--- config.mk ---
export PLATFORM = sky130hd
export DESIGN_NAME = crc_checked_record_parser
export DESIGN_NICKNAME = d
export VERILOG_FILES = /design/src/crp_pkg.sv /design/src/crp_regs.sv /design/src/crp_core.sv /design/src/crp_outq.sv /design/src/crc_checked_record_parser.sv
export VERILOG_INCLUDE_DIRS = /design/src /design/src/src
export SDC_FILE = /design/constraint.sdc
export NUM_CORES = 1
export LEC_CHECK = 0
export ABC_AREA = 0
export BUFFER_PORTS_ARGS = -buffer_cell sky130_fd_sc_hd__buf_2
export CAP_MARGIN = 30
export CORE_MARGIN = 2
export CORE_UTILIZATION = 55
export DETAILED_ROUTE_END_ITERATION = 16
export GPL_TIMING_DRIVEN = 0
export PLACE_DENSITY_LB_ADDON = 0.08
export SETUP_SLACK_MARGIN = 0.15
export SYNTH_ARGS = -nofsm -noshare
export SYNTH_HDL_FRONTEND = slang
export SYNTH_SLANG_ARGS = --single-unit
--- constraint.sdc ---
create_clock -name clk -period 10.5 [get_ports clk]
set_clock_uncertainty 0.1 [all_clocks]
set_input_delay 2.1 -clock clk [delete_from_list [all_inputs] [get_ports clk]]
set_output_delay 2.1 -clock clk [all_outputs]
set_load 0.1 [all_outputs]
--- src/crc_checked_record_parser_defines.svh ---
// ----------------------------------------------------------------------------
// Assertion macros for the CRC-checked record parser
// Define NO_ASSERTIONS to compile the checks out.
// ----------------------------------------------------------------------------
`ifndef CRC_CHECKED_RECORD_PARSER_DEFINES_SVH
`define CRC_CHECKED_RECORD_PARSER_DEFINES_SVH
`ifndef NO_ASSERTIONS
// property that must hold at every clock edge outside reset
`define CRP_ASSERT(lbl, clk, rst_n, prop) \
  lbl: assert property (@(posedge clk) disable iff (!rst_n) prop) \
    else $error("assertion failed");
// condition that must never be seen outside reset
`define CRP_NEVER(lbl, clk, rst_n, cond) \
  lbl: assert property (@(posedge clk) disable iff (!rst_n) !(cond)) \
    else $error("forbidden condition seen");
`else
`define CRP_ASSERT(lbl, clk, rst_n, prop)
`define CRP_NEVER(lbl, clk, rst_n, cond)
`endif
`endif

--- src/crp_pkg.sv ---
// ----------------------------------------------------------------------------
// crp_pkg
// Types, codes and the CRC-32 byte step shared by the record parser modules.
// ----------------------------------------------------------------------------
package crp_pkg;

  // Header layout and CRC-32 (IEEE, reflected)
  localparam int          HDR_LEN     = 12;
  localparam logic [31:0] CRC_POLY    = 32'hEDB88320;
  localparam logic [31:0] CRC_ONES    = 32'hFFFFFFFF;
  localparam int          QUEUE_DEPTH = 4;

  // Configuration register indexes and reset values
  localparam logic [1:0] REG_MAGIC_FIRST      = 2'd0;
  localparam logic [1:0] REG_MAGIC_SECOND     = 2'd1;
  localparam logic [1:0] REG_EXPECTED_VERSION = 2'd2;
  localparam logic [7:0] RST_MAGIC_FIRST      = 8'd71;
  localparam logic [7:0] RST_MAGIC_SECOND     = 8'd83;
  localparam logic [7:0] RST_EXPECTED_VERSION = 8'd1;

  // Field kinds of a decoded result
  localparam logic [4:0] KIND_PAT_COUNT   = 5'd0;
  localparam logic [4:0] KIND_TEMPO       = 5'd1;
  localparam logic [4:0] KIND_CLK_EN      = 5'd2;
  localparam logic [4:0] KIND_PITCH_COUNT = 5'd9;
  localparam logic [4:0] KIND_PITCH_ORDER = 5'd10;
  localparam logic [4:0] KIND_PITCH_ENTRY = 5'd11;
  localparam logic [4:0] KIND_VEL_COUNT   = 5'd12;
  localparam logic [4:0] KIND_VEL_ORDER   = 5'd13;
  localparam logic [4:0] KIND_VEL_ENTRY   = 5'd14;
  localparam logic [4:0] KIND_CHANNEL     = 5'd15;
  localparam logic [4:0] KIND_ACTIVE      = 5'd16;

  // Decoder positions within the payload
  localparam logic [4:0] FP_PAT_COUNT   = 5'd0;
  localparam logic [4:0] FP_TEMPO_LO    = 5'd1;
  localparam logic [4:0] FP_TEMPO_HI    = 5'd2;
  localparam logic [4:0] FP_CLK_EN      = 5'd3;
  localparam logic [4:0] FP_GATE_FIRST  = 5'd4;
  localparam logic [4:0] FP_GATE_LAST   = 5'd9;
  localparam logic [4:0] FP_PITCH_COUNT = 5'd10;
  localparam logic [4:0] FP_PITCH_ORDER = 5'd11;
  localparam logic [4:0] FP_PITCH_ENTRY = 5'd12;
  localparam logic [4:0] FP_VEL_COUNT   = 5'd13;
  localparam logic [4:0] FP_VEL_ORDER   = 5'd14;
  localparam logic [4:0] FP_VEL_ENTRY   = 5'd15;
  localparam logic [4:0] FP_CHANNEL     = 5'd16;
  localparam logic [4:0] FP_ACTIVE      = 5'd17;

  typedef enum logic [1:0] {
    PH_HEADER,
    PH_PAYLOAD,
    PH_TRAIL
  } phase_t;

  typedef enum logic [2:0] {
    ST_OK        = 3'd0,
    ST_TRUNC     = 3'd1,
    ST_BAD_MAGIC = 3'd2,
    ST_BAD_VER   = 3'd3,
    ST_CRC       = 3'd4
  } load_status_t;

  // One result item
  typedef struct packed {
    logic        is_status;
    logic [2:0]  load_status;
    logic [4:0]  field_kind;
    logic [3:0]  pattern_index;
    logic [3:0]  element_index;
    logic [15:0] field_value;
    logic        last_of_run;
  } res_t;

  // Results caused by one transfer: a decoded field and/or the status
  typedef struct packed {
    logic field_vld;
    logic status_vld;
    res_t field;
    res_t status;
  } push_t;

  // Advance the CRC register by one byte, LSB first
  function automatic logic [31:0] crc_byte(input logic [31:0] c, input logic [7:0] b);
    logic [31:0] v;
    v = c ^ {24'd0, b};
    for (int k = 0; k < 8; k++) begin
      v = v[0] ? (CRC_POLY ^ (v >> 1)) : (v >> 1);
    end
    return v;
  endfunction

endpackage

--- src/crp_regs.sv ---
// ----------------------------------------------------------------------------
// crp_regs
// APB-style register file holding the expected magic and version bytes.
// ----------------------------------------------------------------------------
module crp_regs
  import crp_pkg::*;
(
  input  logic        clk,
  input  logic        rst_n,
  input  logic        psel,
  input  logic        penable,
  input  logic        pwrite,
  input  logic [3:0]  paddr,
  input  logic [31:0] pwdata,
  output logic [31:0] prdata,
  output logic        pready,
  output logic [7:0]  magic_first,
  output logic [7:0]  magic_second,
  output logic [7:0]  expected_version
);

  logic [7:0] magic_first_r;
  logic [7:0] magic_second_r;
  logic [7:0] version_r;
  logic       wr_en;

  assign pready = 1'b1;
  assign wr_en  = psel & penable & pwrite & pready;

  // Write on the access phase; writes beyond the list are dropped
  always_ff @(posedge clk) begin
    if (!rst_n) begin
      magic_first_r  <= RST_MAGIC_FIRST;
      magic_second_r <= RST_MAGIC_SECOND;
      version_r      <= RST_EXPECTED_VERSION;
    end else if (wr_en) begin
      unique case (paddr[3:2])
        REG_MAGIC_FIRST:      magic_first_r  <= pwdata[7:0];
        REG_MAGIC_SECOND:     magic_second_r <= pwdata[7:0];
        REG_EXPECTED_VERSION: version_r      <= pwdata[7:0];
        default: ;
      endcase
    end
  end

  // Read back
  always_comb begin
    unique case (paddr[3:2])
      REG_MAGIC_FIRST:      prdata = {24'd0, magic_first_r};
      REG_MAGIC_SECOND:     prdata = {24'd0, magic_second_r};
      REG_EXPECTED_VERSION: prdata = {24'd0, version_r};
      default:              prdata = 32'd0;
    endcase
  end

  assign magic_first      = magic_first_r;
  assign magic_second     = magic_second_r;
  assign expected_version = version_r;

endmodule

--- src/crp_core.sv ---
// ----------------------------------------------------------------------------
// crp_core
// Per-byte header check, CRC update, payload decode and end-of-record status.
// ----------------------------------------------------------------------------
`include "crc_checked_record_parser_defines.svh"

module crp_core
  import crp_pkg::*;
#(
  parameter int MAX_PATTERN_SLOTS = 16,
  parameter int MAX_SET_ENTRIES   = 16
)
(
  input  logic       clk,
  input  logic       rst_n,
  input  logic       in_fire,
  input  logic [7:0] in_data_byte,
  input  logic       in_final_byte,
  input  logic [7:0] magic_first,
  input  logic [7:0] magic_second,
  input  logic [7:0] expected_version,
  output push_t      push
);

  localparam logic [7:0] PAT_LIM = 8'(MAX_PATTERN_SLOTS);
  localparam logic [7:0] SET_LIM = 8'(MAX_SET_ENTRIES);

  phase_t      phase_r,    phase_nxt;
  logic [31:0] cnt_r,      cnt_nxt;
  logic [1:0]  flags_r,    flags_nxt;
  logic [31:0] len_r,      len_nxt;
  logic [31:0] chk_r,      chk_nxt;
  logic [31:0] crc_r,      crc_nxt;
  logic [4:0]  fpos_r,     fpos_nxt;
  logic [7:0]  pat_num_r,  pat_num_nxt;
  logic [7:0]  elem_num_r, elem_num_nxt;
  logic [7:0]  pat_tot_r,  pat_tot_nxt;
  logic [7:0]  set_tot_r,  set_tot_nxt;
  logic [7:0]  lo_hold_r,  lo_hold_nxt;
  logic        done_r,     done_nxt;

  logic [7:0]  b;
  logic [7:0]  clamp_v;
  logic [7:0]  inc_v;
  logic        sat;
  logic [32:0] need_len;
  load_status_t st;

  assign b   = in_data_byte;
  assign sat = &cnt_r;

  // Next state and results for the byte at the input
  always_comb begin
    phase_nxt    = phase_r;
    cnt_nxt      = cnt_r;
    flags_nxt    = flags_r;
    len_nxt      = len_r;
    chk_nxt      = chk_r;
    crc_nxt      = crc_r;
    fpos_nxt     = fpos_r;
    pat_num_nxt  = pat_num_r;
    elem_num_nxt = elem_num_r;
    pat_tot_nxt  = pat_tot_r;
    set_tot_nxt  = set_tot_r;
    lo_hold_nxt  = lo_hold_r;
    done_nxt     = done_r;
    push         = '0;
    clamp_v      = 8'd0;
    inc_v        = 8'd0;
    need_len     = 33'd0;
    st           = ST_OK;

    if (!sat) begin
      unique case (phase_r)
        PH_HEADER: begin
          // check magic/version, collect length and stored CRC
          case (cnt_r[3:0])
            4'd0: if (b != magic_first) flags_nxt[0] = 1'b1;
            4'd1: if (b != magic_second) flags_nxt[0] = 1'b1;
            4'd2: if (b != expected_version) flags_nxt[1] = 1'b1;
            4'd4, 4'd5, 4'd6, 4'd7: len_nxt[{cnt_r[1:0], 3'b000} +: 8] = b;
            4'd8, 4'd9, 4'd10, 4'd11: chk_nxt[{cnt_r[1:0], 3'b000} +: 8] = b;
            default: ;
          endcase
          if (cnt_r >= 32'(HDR_LEN - 1)) begin
            phase_nxt = (len_r == 32'd0) ? PH_TRAIL : PH_PAYLOAD;
          end
        end
        PH_PAYLOAD: begin
          crc_nxt = crc_byte(crc_r, b);
          // decode only a clean header, until the last pattern is done
          if (flags_r == 2'b00 && !done_r) begin
            push.field_vld             = 1'b1;
            push.field.last_of_run     = 1'b1;
            push.field.pattern_index   = pat_num_r[3:0];
            push.field.field_value     = {8'd0, b};
            case (fpos_r) inside
              FP_PAT_COUNT: begin
                clamp_v                  = (b > PAT_LIM) ? PAT_LIM : b;
                pat_tot_nxt              = clamp_v;
                push.field.field_kind    = KIND_PAT_COUNT;
                push.field.pattern_index = 4'd0;
                push.field.field_value   = {8'd0, clamp_v};
                fpos_nxt                 = FP_TEMPO_LO;
              end
              FP_TEMPO_LO: begin
                // hold the low byte, no result
                lo_hold_nxt     = b;
                push.field_vld  = 1'b0;
                fpos_nxt        = FP_TEMPO_HI;
              end
              FP_TEMPO_HI: begin
                push.field.field_kind    = KIND_TEMPO;
                push.field.pattern_index = 4'd0;
                push.field.field_value   = {b, lo_hold_r};
                fpos_nxt                 = FP_CLK_EN;
              end
              FP_CLK_EN: begin
                push.field.field_kind    = KIND_CLK_EN;
                push.field.pattern_index = 4'd0;
                pat_num_nxt              = 8'd0;
                if (pat_tot_r == 8'd0) begin
                  done_nxt = 1'b1;
                end else begin
                  fpos_nxt = FP_GATE_FIRST;
                end
              end
              [FP_GATE_FIRST:FP_GATE_LAST]: begin
                push.field.field_kind = fpos_r - 5'd1;
                fpos_nxt              = fpos_r + 5'd1;
              end
              FP_PITCH_COUNT, FP_VEL_COUNT: begin
                clamp_v                = (b > SET_LIM) ? SET_LIM : b;
                set_tot_nxt            = clamp_v;
                push.field.field_kind  = (fpos_r == FP_PITCH_COUNT) ? KIND_PITCH_COUNT
                                                                    : KIND_VEL_COUNT;
                push.field.field_value = {8'd0, clamp_v};
                fpos_nxt               = fpos_r + 5'd1;
              end
              FP_PITCH_ORDER, FP_VEL_ORDER: begin
                push.field.field_kind = (fpos_r == FP_PITCH_ORDER) ? KIND_PITCH_ORDER
                                                                   : KIND_VEL_ORDER;
                elem_num_nxt          = 8'd0;
                // skip the entry position for an empty set
                fpos_nxt              = fpos_r + ((set_tot_r != 8'd0) ? 5'd1 : 5'd2);
              end
              FP_PITCH_ENTRY, FP_VEL_ENTRY: begin
                push.field.field_kind    = (fpos_r == FP_PITCH_ENTRY) ? KIND_PITCH_ENTRY
                                                                      : KIND_VEL_ENTRY;
                push.field.element_index = elem_num_r[3:0];
                inc_v                    = elem_num_r + 8'd1;
                elem_num_nxt             = inc_v;
                if (inc_v >= set_tot_r) fpos_nxt = fpos_r + 5'd1;
              end
              FP_CHANNEL: begin
                push.field.field_kind = KIND_CHANNEL;
                fpos_nxt              = FP_ACTIVE;
              end
              default: begin
                // active flag closes a pattern slot
                push.field.field_kind = KIND_ACTIVE;
                inc_v                 = pat_num_r + 8'd1;
                pat_num_nxt           = inc_v;
                if (inc_v >= pat_tot_r) begin
                  done_nxt = 1'b1;
                end else begin
                  fpos_nxt = FP_GATE_FIRST;
                end
              end
            endcase
          end
          if (cnt_r - 32'(HDR_LEN - 1) >= len_r) phase_nxt = PH_TRAIL;
        end
        default: ;
      endcase
      cnt_nxt = cnt_r + 32'd1;
    end

    // End of record: rank the status, then return to the header phase
    if (in_final_byte) begin
      need_len = 33'(HDR_LEN) + {1'b0, len_nxt};
      if (cnt_nxt < 32'(HDR_LEN)) begin
        st = ST_TRUNC;
      end else if (flags_nxt[0]) begin
        st = ST_BAD_MAGIC;
      end else if (flags_nxt[1]) begin
        st = ST_BAD_VER;
      end else if ({1'b0, cnt_nxt} < need_len) begin
        st = ST_TRUNC;
      end else if ((crc_nxt ^ CRC_ONES) != chk_nxt) begin
        st = ST_CRC;
      end else if (!done_nxt) begin
        st = ST_TRUNC;
      end else begin
        st = ST_OK;
      end
      push.status_vld         = 1'b1;
      push.status.is_status   = 1'b1;
      push.status.load_status = st;
      push.status.last_of_run = 1'b1;
      push.field.last_of_run  = 1'b0;

      phase_nxt    = PH_HEADER;
      cnt_nxt      = 32'd0;
      flags_nxt    = 2'b00;
      len_nxt      = 32'd0;
      chk_nxt      = 32'd0;
      crc_nxt      = CRC_ONES;
      fpos_nxt     = FP_PAT_COUNT;
      pat_num_nxt  = 8'd0;
      elem_num_nxt = 8'd0;
      pat_tot_nxt  = 8'd0;
      set_tot_nxt  = 8'd0;
      lo_hold_nxt  = 8'd0;
      done_nxt     = 1'b0;
    end

    // Results leave only with a transfer
    if (!in_fire) begin
      push.field_vld  = 1'b0;
      push.status_vld = 1'b0;
    end
  end

  // Advance the parser state on each transfer
  always_ff @(posedge clk) begin
    if (!rst_n) begin
      phase_r    <= PH_HEADER;
      cnt_r      <= 32'd0;
      flags_r    <= 2'b00;
      len_r      <= 32'd0;
      chk_r      <= 32'd0;
      crc_r      <= CRC_ONES;
      fpos_r     <= FP_PAT_COUNT;
      pat_num_r  <= 8'd0;
      elem_num_r <= 8'd0;
      pat_tot_r  <= 8'd0;
      set_tot_r  <= 8'd0;
      lo_hold_r  <= 8'd0;
      done_r     <= 1'b0;
    end else if (in_fire) begin
      phase_r    <= phase_nxt;
      cnt_r      <= cnt_nxt;
      flags_r    <= flags_nxt;
      len_r      <= len_nxt;
      chk_r      <= chk_nxt;
      crc_r      <= crc_nxt;
      fpos_r     <= fpos_nxt;
      pat_num_r  <= pat_num_nxt;
      elem_num_r <= elem_num_nxt;
      pat_tot_r  <= pat_tot_nxt;
      set_tot_r  <= set_tot_nxt;
      lo_hold_r  <= lo_hold_nxt;
      done_r     <= done_nxt;
    end
  end

  // The final byte leaves a fresh record context behind
  `CRP_ASSERT(a_final_clears, clk, rst_n, (in_fire && in_final_byte) |=> (cnt_r == 32'd0 && phase_r == PH_HEADER && crc_r == CRC_ONES && !done_r))
  // Leaving the header phase takes the full twelve header bytes
  `CRP_ASSERT(a_phase_count, clk, rst_n, (phase_r != PH_HEADER) |-> (cnt_r >= 32'(HDR_LEN)))
  // Decoded fields come only from a record whose header matched
  `CRP_NEVER(a_field_bad_hdr, clk, rst_n, push.field_vld && (flags_r != 2'b00))

endmodule

--- src/crp_outq.sv ---
// ----------------------------------------------------------------------------
// crp_outq
// Four-entry result queue: takes up to two results per transfer, sends one.
// ----------------------------------------------------------------------------
`include "crc_checked_record_parser_defines.svh"

module crp_outq
  import crp_pkg::*;
(
  input  logic  clk,
  input  logic  rst_n,
  input  push_t push,
  output logic  in_ready,
  output logic  out_valid,
  input  logic  out_ready,
  output res_t  head
);

  localparam int PW = $clog2(QUEUE_DEPTH);
  localparam int CW = $clog2(QUEUE_DEPTH + 1);

  res_t          mem [QUEUE_DEPTH];
  logic [PW-1:0] wp_r, wp_nxt;
  logic [PW-1:0] rp_r, rp_nxt;
  logic [CW-1:0] cnt_r, cnt_nxt;
  logic [PW-1:0] wp_second;
  logic [1:0]    push_n;
  logic          pop;

  assign push_n    = {1'b0, push.field_vld} + {1'b0, push.status_vld};
  assign pop       = out_valid & out_ready;
  assign wp_second = push.field_vld ? wp_r + PW'(1) : wp_r;

  // Room for a full pair keeps the input open
  assign in_ready  = cnt_r <= CW'(QUEUE_DEPTH - 2);
  assign out_valid = cnt_r != '0;
  assign head      = mem[rp_r];

  always_comb begin
    wp_nxt  = wp_r + PW'(push_n);
    rp_nxt  = rp_r + PW'(pop);
    cnt_nxt = cnt_r + CW'(push_n) - CW'(pop);
  end

  // Store the field first, the status behind it
  always_ff @(posedge clk) begin
    if (push.field_vld) mem[wp_r] <= push.field;
    if (push.status_vld) mem[wp_second] <= push.status;
  end

  // Advance pointers and fill count
  always_ff @(posedge clk) begin
    if (!rst_n) begin
      wp_r  <= '0;
      rp_r  <= '0;
      cnt_r <= '0;
    end else begin
      wp_r  <= wp_nxt;
      rp_r  <= rp_nxt;
      cnt_r <= cnt_nxt;
    end
  end

  `CRP_ASSERT(a_cnt_bound, clk, rst_n, cnt_r <= CW'(QUEUE_DEPTH))
  `CRP_NEVER(a_no_overflow, clk, rst_n, (push_n != 2'd0) && !in_ready)
  `CRP_ASSERT(a_pop_drains, clk, rst_n, (pop && push_n == 2'd0) |=> (cnt_r == $past(cnt_r) - CW'(1)))

endmodule

--- src/crc_checked_record_parser.sv ---
// ----------------------------------------------------------------------------
// crc_checked_record_parser
// CRC-32 checked record parser: header check, payload decode, final status.
// ----------------------------------------------------------------------------
// The parser takes one record byte per clock cycle and keeps that rate for as
// long as results are taken. Each header byte is checked, and each payload
// byte is fed to a byte-wide CRC-32 step and decoded in the cycle it is
// transferred. A byte's results (at most a decoded field and, on the final
// byte, the status) enter a four-entry queue that sends one result per
// cycle while results are taken. The input stalls only while fewer than two
// queue entries are free, since a final byte can bring both a field and the
// status. Commit the fields of a record only when its status reads OK.
// ----------------------------------------------------------------------------
module crc_checked_record_parser
  import crp_pkg::*;
#(
  parameter int MAX_PATTERN_SLOTS = 16,
  parameter int MAX_SET_ENTRIES   = 16
)
(
  input  logic        clk,
  input  logic        rst_n,
  // byte input
  input  logic        in_valid,
  output logic        in_ready,
  input  logic [7:0]  in_data_byte,
  input  logic        in_final_byte,
  // results
  output logic        out_valid,
  input  logic        out_ready,
  output logic        out_is_status,
  output logic [2:0]  out_load_status,
  output logic [4:0]  out_field_kind,
  output logic [3:0]  out_pattern_index,
  output logic [3:0]  out_element_index,
  output logic [15:0] out_field_value,
  output logic        out_last_of_run,
  // configuration
  input  logic        psel,
  input  logic        penable,
  input  logic        pwrite,
  input  logic [3:0]  paddr,
  input  logic [31:0] pwdata,
  output logic [31:0] prdata,
  output logic        pready
);

  logic       in_fire;
  logic [7:0] magic_first;
  logic [7:0] magic_second;
  logic [7:0] expected_version;
  push_t      push;
  res_t       head;

  assign in_fire = in_valid & in_ready;

  crp_regs u_regs (
    .clk              (clk),
    .rst_n            (rst_n),
    .psel             (psel),
    .penable          (penable),
    .pwrite           (pwrite),
    .paddr            (paddr),
    .pwdata           (pwdata),
    .prdata           (prdata),
    .pready           (pready),
    .magic_first      (magic_first),
    .magic_second     (magic_second),
    .expected_version (expected_version)
  );

  crp_core #(
    .MAX_PATTERN_SLOTS (MAX_PATTERN_SLOTS),
    .MAX_SET_ENTRIES   (MAX_SET_ENTRIES)
  ) u_core (
    .clk              (clk),
    .rst_n            (rst_n),
    .in_fire          (in_fire),
    .in_data_byte     (in_data_byte),
    .in_final_byte    (in_final_byte),
    .magic_first      (magic_first),
    .magic_second     (magic_second),
    .expected_version (expected_version),
    .push             (push)
  );

  crp_outq u_outq (
    .clk       (clk),
    .rst_n     (rst_n),
    .push      (push),
    .in_ready  (in_ready),
    .out_valid (out_valid),
    .out_ready (out_ready),
    .head      (head)
  );

  // Unpack the queue head onto the result ports
  assign out_is_status     = head.is_status;
  assign out_load_status   = head.load_status;
  assign out_field_kind    = head.field_kind;
  assign out_pattern_index = head.pattern_index;
  assign out_element_index = head.element_index;
  assign out_field_value   = head.field_value;
  assign out_last_of_run   = head.last_of_run;

endmodule
# == After elaboration in Yosys (flattened, before gate mapping) ==
# Memory sizes are Yosys's and may differ from the RTL's. A register that Yosys moved wholly into a read port is not among the register bits.
# Cells that the tools add are included.
# op_classes
add_sub_neg,15
mul,0
div_mod_pow,0
order_cmp,10
n_eq_ne,44
shift,2
muxes,170
bitwise,14
reduce_logical,35
# op_table
cell,n
2-to-1 mux 32 bit,21
2-to-1 mux 8 bit,48
2-to-1 mux 5 bit,26
inverter 13 -> 14 bit,8
2-to-1 mux 30 bit,3
2-to-1 mux 16 bit,5
bitwise mux 32 bit,2
2-to-1 mux 4 bit,12
adder 4 x 32 -> 33 bit (first input constant),1
less-than comparator 32 x 33 -> 1 bit,1
adder 32 x 1 -> 32 bit (second input constant),1
greater-or-equal comparator 32 bit,1
greater-or-equal comparator 32 x 4 -> 1 bit (second input constant),1
logical NOT 32 bit,1
less-than comparator 32 x 4 -> 1 bit (second input constant),1
!= test 32 bit,1
inverter 32 bit,1
AND reduction 32 bit,1
variable shift 8 x 7 -> 32 bit (first input constant),1
indexed part select 8 x 7 -> 32 bit,1
subtractor 32 x 4 -> 32 bit (second input constant),1
XOR 32 x 8 -> 32 bit,1
equality test 5 x 4 -> 1 bit (second input constant),6
2-to-1 mux 1 bit,30
other kinds (55),115
# word_totals
regBits,209
latchBits,0
ramBits,136
mem_bits_ro,0
input_bits,52
out_inout_bits,69
wordCells,310
mem_count,1
# memory_table
memory,depth,word_bits,read_ports,rd_ports_with_merged_regs,write_ports,line,rtl
u_outq.mem,4,34,1,1,2,crp_outq.sv:22,res_t mem [QUEUE_DEPTH];

# == Logic depth before layout (Yosys ltp) ==
# logic_depth
ltp_word,27
depth_mapped,26
mapped_depth_nobuf,22

# == By module ==
# A second synthesis with hierarchy kept.
# unflattened
cells_unflattened,2610
area_unflattened_um2,24329.6
# by_module_without_submodules
module,instances,cells_each,area_each_um2,seq_area_each_um2
crp_core,1,2071,15756.4,3563.4
crp_outq,1,386,7245.7,4224.1
crp_regs,1,152,1321.3,480.5
crc_checked_record_parser,1,1,6.3,0.0

# == Worst setup path before layout ==
# No wires, ideal clock.
# synth_path
path_type,input -> output
start,input port paddr[2]
end,output port prdata[0]
arrival_time_ns,4.748
required_time_ns,8.300
path_slack_ns,3.552
cell_stages,3
path_buffers,1
cell_sequence,buf_1 mux2i_1 o21ai_0
# synth_between
elab_chain_cells,2
elab_cells_between_ends,4
classes_between,eq/ne (2); mux (1); reduce/logical (1)
# synth_lines
element,line,rtl
start: declaration,crc_checked_record_parser.sv:42,"input logic [3:0] paddr,"
"equality test 2 bit, or another cell as far along",crp_regs.sv:48,unique case (paddr[3:2])
one-hot mux 8 bit (3 select lines) (*),crp_regs.sv:48,
end: declaration,crc_checked_record_parser.sv:44,"output logic [31:0] prdata,"
# Mark *: on every way between the ends. The rest lies on a longest branch, timed or not.

==> out/summary.txt <==
Tmin final: 7149 ps
Dpl hpwl: 58.30 mm
RSZ-0062 raised after global routing: false
Synth warn: 0
Critical Path Sink Type: register
Reg2Reg Depth: 22
Placed Area: 24130 sq um
Antenna Nets Post-Route: 0
Hold path startpoint: u_outq.mem[3][27]
Min-Delay Endpoint: u_outq.mem[3][27]
Total GRT Usage: 35.47%
Slowest Stage Delay on Critical Path: 750 ps
Synth top cells by count: 325 x dfxtp_1, 300 x nand2_1, 262 x nor2_1
WL met2: 36.13 mm
Core area: 41020 sq um
Post-route cell area: 25600 sq um
Post-CTS Hold Fix Bufs: 0
Psw: 1143 uW
Most used flip-flop cell after synthesis: dfxtp_1
Met1 Wirelength: 32.01 mm
R2R Path End: u_outq.mem[2][30]
Global route overflow: 0
Via density: 6.126
Worst r2r src: u_core.cnt_r[0]
Crit start category: input port
Max stage delay cell, worst path: nor3b_1
Share of the synthesized area in the top cell type: 28.28%
Register area share after synthesis: 30.89%
Synth Register Bits: 345
Pre-antenna DRT Iters: 6
Crit Path Max Fanout: 7
Number of synthesized flops with an enable pin: 20
Clock latency on the worst-skew pair: 590 ps
Top cells by area, synth: dfxtp_1 28%, ha_1 5.9%, nand2_1 4.9%
Hold depth: 2
Largest net degree at the start of global routing: 14
Htree depth: 2
Setup bufs post-CTS: 0
DR vias: 21312
HP Class: register to register
Reg clk slew, reported paths: 60 ps
Die footprint: 43480 sq um
Cell with the most instances after synthesis: dfxtp_1
Pleak: 0.009717 uW
Num CTS Buffers: 41
Met3 WL: 6.589 mm
Critical path, cell by cell: buf_2 -> clkbuf_1 -> buf_8 -> nor3b_1 -> nand4_1 -> mux2i_1 -> and2_1 -> nand2_1 -> or2_2 -> nor2_1 -> nand2_1 -> nor3_1 -> xor2_1 -> ha_1 -> or4_1 -> a21oi_1 -> o211ai_1 -> a21oi_1 -> o21ai_1 -> o311ai_2 -> and2_1
Routability cong.: 0.9579
Root Driver: clkbuf_16
Final worst slack: 3351 ps
Final TNS setup: 0 ps
Int Pwr: 2437 uW
First-pass GRT wire length: 118.9 mm
Place WS: 2656 ps
VDD IR-drop max: 0.1366 mV
Sequential share of power: 37.7%
Count of cell types in the netlist: 88
Port Buffer Count: 67
PwrDens: 139.9 nW/um^2
Die width: 208.5 um
Status: complete, no violations
FMAX: 0.1399 GHz
Logic pwr share: 20.0%
Clock net sink count: 345
Starting Density: 56.08%
Nets: 3077
Worst-Margin Slew: 1066 ps
Synth Instances: 2775
Critical path class: input port to register
Arr. time, crit path: 7510 ps
Clk pwr share: 42.3%
Sw frac: 31.94%
Cell Area, Synth: 23000 sq um
Overall die height: 208.5 um
Synthesized area per cell: 8.289 sq um
Final Hold Viols: 0
Routed len/inst: 22.62 um
Total routed wirelength: 78.68 mm
Ratio of cells with drive above 1 in the final layout: 9.403%
Site Rows: 74
Setup slack, reg-to-reg: 3630 ps
Vias in the first global route: 20365
CTS max path bufs: 3
Post-synth top area cell: dfxtp_1
Slew headroom: 28.37%
Worst path required time: 10860 ps
Final number of max-transition violations: 0
DRC viols: 0
DRT iter0 DRCs: 2256
Setup violations, final: 0
Hold WS: 353.6 ps
Area Growth Syn to Fin: 11.29%
CTS tree: yes
MaxCap Viol Count: 0
Uppermost layer routed: met4
Cts repair resizes: 0
Initial antenna violation count: 2
Ports: 121
Core Util, Final: 62.42%
Final period utilization: 68.09%
Async set-reset flop share out of synthesis: 0%
sequential cells by signal, indices dropped and copies added, names as in the netlist:
| register | count |
|---|---|
| u_core.crc_r | 32 |
| u_core.fpos_r | 5 |
| u_core.done_r | 1 |
| u_regs.expected_version | 8 |
| u_core.flags_r | 2 |
| u_core.pat_tot_r | 8 |
| u_core.cnt_r | 32 |
| u_outq.rp_r | 2 |
| u_outq.cnt_r | 3 |
| u_core.pat_num_r | 8 |
| u_regs.magic_first | 8 |
| u_regs.magic_second | 8 |
| u_core.chk_r | 32 |
| u_core.len_r | 32 |
| u_core.set_tot_r | 8 |
| u_outq.wp_r | 2 |
| u_core.phase_r | 2 |
| u_core.lo_hold_r | 8 |
| u_outq.mem | 136 |
| u_core.elem_num_r | 8 |
cells in the final DEF (no fill, tap or decap), types with 53 or more instances in the layout:
cell	netlist	routed
dfxtp_1	325	325
nand2_1	300	300
nor2_1	262	262
a21oi_1	174	174
clkbuf_1	136	140
nor2b_1	129	129
xnor2_1	120	120
mux2i_1	108	108
ha_1	108	108
buf_2	27	96
xor2_1	93	93
a22oi_1	80	80
inv_1	78	78
o21ai_0	78	78
nand3_1	59	59
nor3_1	54	53
metal layers:
layer,vias up,GRT usage (%)
met3,192,6.642
met4,0,17.61
met5,-,0
met1,10198,45.48
met2,964,57.36
li1,9958,-
how the worst max path moves through the flow:
stage,to,cells after the start,slack (ps),from
6_report,u_outq.mem[2][30],21,3350,in_data_byte[4]
4_1_cts,u_outq.mem[2][30],20,3240,in_data_byte[4]
5_1_grt,u_outq.mem[2][30],21,3020,in_data_byte[4]
2_1_floorplan,prdata[0],3,3550,paddr[2]
3_3_place_gp,u_outq.mem[2][30],20,2710,in_data_byte[4]
3_5_place_dp,u_outq.mem[2][30],20,2660,in_data_byte[4]
critical path, delay by kind of cell:
family / cells / cell delay (ps)
AND/OR/NAND/NOR: 10 / 3100
buffers and inverters: 3 / 720
multiplexers: 1 / 280
adder cells (fa/ha/maj): 1 / 200
XOR/XNOR: 1 / 110
AO/OA/AOI/OAI: 5 / 980
power groups by stage:
stage,registers [uW],clock network (uW),logic [uW]
6_report,1350,1510,716
5_1_grt,1350,1580,745
4_1_cts,1350,1530,694
3_5_place_dp,1380,0,689
3_3_place_gp,1380,0,679
2_1_floorplan,1380,0,499
logic make-up (layout without fill, tap and decap cells):
family	Yosys count	after routing	synth area share (%)
adder cells (fa/ha/maj)	110	110	6.048
XOR/XNOR	235	235	10.13
multiplexers	155	155	8.697
flip-flops	345	345	30.89
AO/OA/AOI/OAI	543	543	15.02
other	2	26	0.03265
AND/OR/NAND/NOR	1092	1092	23.74
buffers and inverters	293	441	5.434
through the flow:
stage,instances,power (uW)
CTS,3475,3571
global route,3478,3677
detailed placement,3401,2068
global placement,3397,2057
finish,3479,3581
floorplan,2798,1874
layout make-up:
| type | instances | area, sq um |
|---|---|---|
| fill | 3673 | 15420 |
| multi-input combinational | 2160 | 14740 |
| sequential | 345 | 7107 |
| clock buffer | 55 | 1181 |
| buffer | 212 | 945.9 |
| tap | 532 | 665.6 |
| timing repair buffer | 74 | 412.9 |
| inverter | 81 | 304.0 |
| clock inverter | 19 | 244.0 |
| antenna | 1 | 2.502 |
Power figures use the tool's default switching activity.
